<file path="src/sv/svt_pkg.sv">
// ----------------------------------------------------------------------------
// svt_pkg: shared types and constants for the skinned vertex transform
// Fixed-point helpers, request types and the sequencer state type.
// ----------------------------------------------------------------------------
package svt_pkg;

  localparam int unsigned MaxInfl = 4;
  localparam int unsigned MvpBase = 4096;
  localparam int unsigned AddrW   = 13;
  localparam int unsigned WeightW = 17;

  typedef enum logic {
    ACT_WRITE  = 1'b0,
    ACT_VERTEX = 1'b1
  } action_e;

  typedef enum logic [2:0] {
    ST_IDLE,
    ST_SKIN,
    ST_LOCAL,
    ST_CLIP,
    ST_OUT
  } state_e;

  typedef struct packed {
    logic                action;
    logic [AddrW-1:0]    word_address;
    logic signed [31:0]  word_value;
    logic signed [31:0]  pos_x;
    logic signed [31:0]  pos_y;
    logic signed [31:0]  pos_z;
    logic [31:0]         joint_ids;
    logic [WeightW-1:0]  weight_0;
    logic [WeightW-1:0]  weight_1;
    logic [WeightW-1:0]  weight_2;
    logic [WeightW-1:0]  weight_3;
  } req_t;

  typedef struct packed {
    logic signed [31:0] clip_x;
    logic signed [31:0] clip_y;
    logic signed [31:0] clip_z;
    logic signed [31:0] clip_w;
  } res_t;

  // Rounded Q16.16 from an exact 64-bit product: floor((p + 2^15) / 2^16).
  function automatic logic signed [47:0] qround(input logic signed [63:0] p);
    logic signed [64:0] t;
    t = 65'(p) + 65'sd32768;
    return t[63:16];
  endfunction

  function automatic logic signed [31:0] sat32(input logic signed [49:0] v);
    if (v > 50'sd2147483647)       return 32'sh7fffffff;
    else if (v < -50'sd2147483648) return 32'sh80000000;
    else                           return v[31:0];
  endfunction

endpackage

</file>
<file path="src/sv/svt_lane.sv">
// ----------------------------------------------------------------------------
// svt_lane: one multiply-accumulate lane
// Q16.16 product, rounded, registered, then added to a wide accumulator.
// ----------------------------------------------------------------------------
module svt_lane (
  input  logic               clk_i,
  input  logic               clr_i,
  input  logic               en_i,
  input  logic signed [31:0] a_i,
  input  logic signed [31:0] b_i,
  output logic signed [49:0] acc_o
);

  logic signed [47:0] prod_q;
  logic               en_q;

  always_ff @(posedge clk_i) begin
    prod_q <= svt_pkg::qround(64'(a_i) * 64'(b_i));
    en_q   <= en_i;
    if (clr_i) begin
      acc_o <= '0;
    end else if (en_q) begin
      acc_o <= acc_o + 50'(prod_q);
    end
  end

endmodule

</file>
<file path="config.mk">
export PLATFORM = sky130hd
export DESIGN_NAME = svt_lane
export DESIGN_NICKNAME = d
export VERILOG_FILES = /design/src/sv/svt_pkg.sv /design/src/sv/svt_lane.sv
export SDC_FILE = /design/constraint.sdc
export NUM_CORES = 2
export LEC_CHECK = 0
export ABC_CLOCK_PERIOD_IN_PS = 13500
export BUFFER_PORTS_ARGS = -buffer_cell sky130_fd_sc_hd__buf_2
export CORE_UTILIZATION = 35
export DETAILED_ROUTE_END_ITERATION = 7
export PLACE_DENSITY = 0.47
export SLEW_MARGIN = 20
export SYNTH_ARGS = -nofsm -noshare
export SYNTH_HDL_FRONTEND = slang
export SYNTH_SLANG_ARGS = --single-unit
export TNS_END_PERCENT = 10
</file>
<file path="constraint.sdc">
create_clock -name clk_i -period 13.5 [get_ports clk_i]
set_clock_uncertainty 0.1 [all_clocks]
set_input_delay 2.7 -clock clk_i [delete_from_list [all_inputs] [get_ports clk_i]]
set_output_delay 2.7 -clock clk_i [all_outputs]
set_load 0.1 [all_outputs]
</file>
== Yosys cells after proc, flatten, opt, wreduce, memory -nomap -nowiden ==
Index checks and enable logic that the tools add are counted.

* $add $sub $neg: 2
* Multiply operators: 1

{| class="wikitable"
|+ Operators with widths
! operator !! count
|-
| adder 64 x 17 -> 64 bit, second input constant || 1
|-
| multiplier 32 x 32 -> 64 bit || 1
|-
| adder 50 x 48 -> 50 bit || 1
|}

* Input bits: 67
* Word-level logic and storage cells: 6
* Output and inout port bits: 50
* Register bits after elaboration: 99

== Logic depth before layout (Yosys ltp) ==
* Word-level depth: 2
* Depth in mapped cells: 29
* Gate-level depth less buffers: 28

== Least setup slack after synthesis ==
OpenSTA, ideal clock, no wires.

* Kind: input -> register
* Start: input port a_i[31]
* End: register prod_q[47]
* Setup time: 0.121 ns
* Stages: 29
* Slack: 3.141 ns
* Data required time: 13.279 ns
* Path buffers: 2
* Arrival time: 10.138 ns
* Cells stage by stage: clkbuf_1 > nand2_1 > inv_1 > fa_1 > inv_1 > fa_1 > inv_1 > fa_1 > fa_1 > inv_1 > fa_1 > inv_1 > fa_1 > inv_1 > fa_1 > inv_1 > fa_1 > ha_1 > clkbuf_1 > and3_1 > a31oi_1 > nand2_1 > a21oi_1 > o21ai_0 > a41oi_4 > o211a_4 > o21bai_1 > a221o_1 > xnor2_1

* Cells in the longest elaborated chain, start to end: 2

{| class="wikitable"
|+ RTL lines
! what !! RTL line !! text
|-
| start: declaration || svt_lane.sv:9 || <nowiki>input logic signed [31:0] a_i,</nowiki>
|-
| multiplier 32 x 32 -> 64 bit || svt_lane.sv:18 || <nowiki>prod_q <= svt_pkg::qround(64'(a_i) * 64'(b_i));</nowiki>
|-
| adder 64 x 17 -> 64 bit || svt_pkg.sv:49 || <nowiki>t = 65'(p) + 65'sd32768;</nowiki>
|-
| end signal: assignment || svt_lane.sv:18 ||
|-
| end: declaration || svt_lane.sv:14 || <nowiki>logic signed [47:0] prod_q;</nowiki>
|}

No other way between the ends.
A chain may end at the register's enable or synchronous reset.

== Worst setup path after layout ==
* Start: input port b_i[5]
* End: register prod_q[47]

* Cells in the longest elaborated chain, start to end: 2

{| class="wikitable"
|+ RTL lines
! what !! RTL line !! text
|-
| start: declaration || svt_lane.sv:10 || <nowiki>input logic signed [31:0] b_i,</nowiki>
|-
| multiplier 32 x 32 -> 64 bit || svt_lane.sv:18 ||
|-
| adder 64 x 17 -> 64 bit || svt_pkg.sv:49 ||
|}

No other way between the ends.

==> reports/metrics.cfg <==
[finish]
final_cell_mix = fa_1, inv_1, nand2_1
layout_commonest_cell = fa_1
area_growth_pct = 5.08
nets = 5694
drive_gt1_share_pct = 4.23

[drt]
totalWireLength_um = 117000
routed_via_density = 4.84
drc = 0
drt_iter0_drc = 1363
antenna_left = 0
drt-pass1-iter-count = 7
avgRoutedWirePerCell_um = 20.0
vias = 28300

[worst_setup_path]
worstPathArrival_ns = 11.30
path_max_fanout = 32
critPathKind = in -> reg
crit_path_start_kind = input pin
cp.required_ns = 13.64
endpoint_kind = flop

[global_route]
grt_max_degree = 68
antenna_found_initial = 10
grt.overflow.total = 0
first_global_vias = 31200
grt_pass1_wl_um = 187000
grtUsageTotal_pct = 20.2

[cts]
numCtsBuffers = 9
cts-root-buf = clkbuf_16
post_cts_resized = 0
clockBufferDepth = 2
clk_pin_slew_ns = 0.07
htreeDepth = 3
clk_latency_ns = 0.36
cts_num_sinks = 99
post_cts_buffers = 0
hold_buffers = 0
cts_tree = yes

[logic_synthesis]
ys.flop_type = dfxtp_1
yosysUniqueCellTypes = 80
ys_seq_elements = 99
ys.warnings.count = 0
netlist_area_sq_mm = 0.0412
ys_seq_area_share_pct = 4.81
ys_async_sr_fraction_pct = 0
synth_fp_nets = 5784
syn_inst = 4408
syn_area_per_cell_sq_um = 9.35
synth_edf_count = 0

[timing]
hold_viol = 0
fin_crit_ns = 11.16
slew_headroom_pct = 39.9
tns_ns = 0
setup-violations-final = 0
worst_pin_slew_ns = 0.902
fmax_ghz = 0.0896
grt_setup_unrepaired = false
slew_violations = 0
post-route-period-util_pct = 82.7

[floorplanning]
die_h_um = 345
rows = 125
core_region_area_sq_mm = 0.117
dieArea_sq_mm = 0.119
start_util_pct = 35.4
die_w_um = 345
io_pins = 117

[placed_design]
finalWeightedCongestion = 0.870
port_buffers = 116
hpwl_um = 98200

[outcome]
status = complete, no violations

[hold_path]
worstHoldPathType = reg -> reg

[job]
max_cap_violations = 0

==> metrics by stage <==
stage	utilization, %	area [sq um]	instances	hold WS [ns]	setup slack, ns
after global placement	36.9	43000	5831	0.395	2.04
after global routing	37.2	43300	5847	0.422	1.81
final	37.2	43300	5849	0.408	2.34
after detailed placement	36.9	43000	5831	0.399	1.92
after CTS	37.2	43300	5847	0.412	2.31
after floorplan	-	41200	4408	0.451	3.14
==> cells by family after synthesis <==
logic type | count (synthesis) | synth area share (%)
AOI/OAI and AO/OA | 333 | 5.53
xor gates and xnor gates | 102 | 2.17
buffers and inverters | 1214 | 11.1
adders and majority gates | 1309 | 59.5
muxes | 33 | 0.802
DFF | 99 | 4.81
and+or+nand+nor | 1318 | 16.1
==> worst max-delay path: stages <==
cell	delay, ns
buf_2	0.52
nand2_1	0.25
inv_1	0.14
fa_1	0.41
inv_1	0.25
fa_1	0.47
inv_1	0.22
fa_1	0.50
fa_1	0.97
inv_1	0.40
fa_1	0.58
inv_1	0.05
fa_1	0.53
inv_1	0.05
fa_1	0.47
inv_1	0.05
fa_1	0.44
ha_1	0.37
and3_1	0.25
nand4_1	0.15
nor2_1	0.10
a21oi_1	0.12
o21ai_0	0.15
a41oi_4	0.32
o211a_4	0.22
o21bai_1	0.09
a221o_1	0.35
xnor2_1	0.13
==> synth_stat cells (3+ instances only) <==
| library cell | n | area (sq um) |
|---|---|---|
| a211o_1 | 7 | 61.3 |
| a211oi_1 | 11 | 82.6 |
| a21o_1 | 65 | 488 |
| a21oi_1 | 96 | 480 |
| a311oi_1 | 4 | 35.0 |
| a31oi_1 | 9 | 56.3 |
| and2_1 | 520 | 3250 |
| and3_1 | 17 | 106 |
| and4_1 | 4 | 35.0 |
| buf_1 | 7 | 26.3 |
| buf_2 | 3 | 15.0 |
| clkbuf_1 | 231 | 867 |
| dfxtp_1 | 99 | 1980 |
| fa_1 | 1083 | 21700 |
| ha_1 | 226 | 2830 |
| inv_1 | 971 | 3640 |
| mux2i_1 | 33 | 330 |
| nand2_1 | 535 | 2010 |
| nand2b_1 | 26 | 163 |
| nand3_1 | 29 | 145 |
| nand4_1 | 20 | 125 |
| nor2_1 | 114 | 428 |
| nor2b_1 | 17 | 106 |
| nor3_1 | 13 | 65.1 |
| nor3b_1 | 6 | 45.0 |
| nor4b_1 | 4 | 35.0 |
| o2111ai_1 | 3 | 26.3 |
| o211ai_1 | 6 | 45.0 |
| o21a_1 | 8 | 60.1 |
| o21ai_0 | 55 | 275 |
| o21ai_1 | 4 | 20.0 |
| o21ai_2 | 3 | 26.3 |
| o21bai_1 | 16 | 120 |
| o22ai_1 | 6 | 37.5 |
| xnor2_1 | 62 | 543 |
| xor2_1 | 40 | 350 |
==> registers in the layout (all words and copies together), names as in the netlist <==
name / cells
prod_q: 48
acc_o: 50
en_q: 1
==> final timing paths <==
check | cells after the start | slack [ns] | to | start
worst min-delay path | 2 | 0.41 | acc_o[16] | acc_o[16]
worst min register to register | 2 | 0.41 | acc_o[16] | acc_o[16]
worst max register to register | 14 | 9.81 | acc_o[42] | acc_o[0]
worst max-delay path | 28 | 2.34 | prod_q[47] | b_i[5]
==> metal layers <==
layer  share of wire [%]  track usage [%]
met5               0.020                0
met4                 1.9             3.84
met3                 2.5             1.32
met2                  53             37.0
met1                  43             26.3
==> final cells by class <==
class	count	area, sq um
inverter	972	3650
fill	12000	73200
tap	1524	1910
clock buffer	11	243
sequential	99	1980
antenna	2	5.00
timing repair buffer	141	768
clock inverter	5	85.1
multi-input combinational	3095	34700
Power is left out: the tool's default activity adds up to more than one toggle a clock period on the data nets, which glitch-free logic cannot reach.
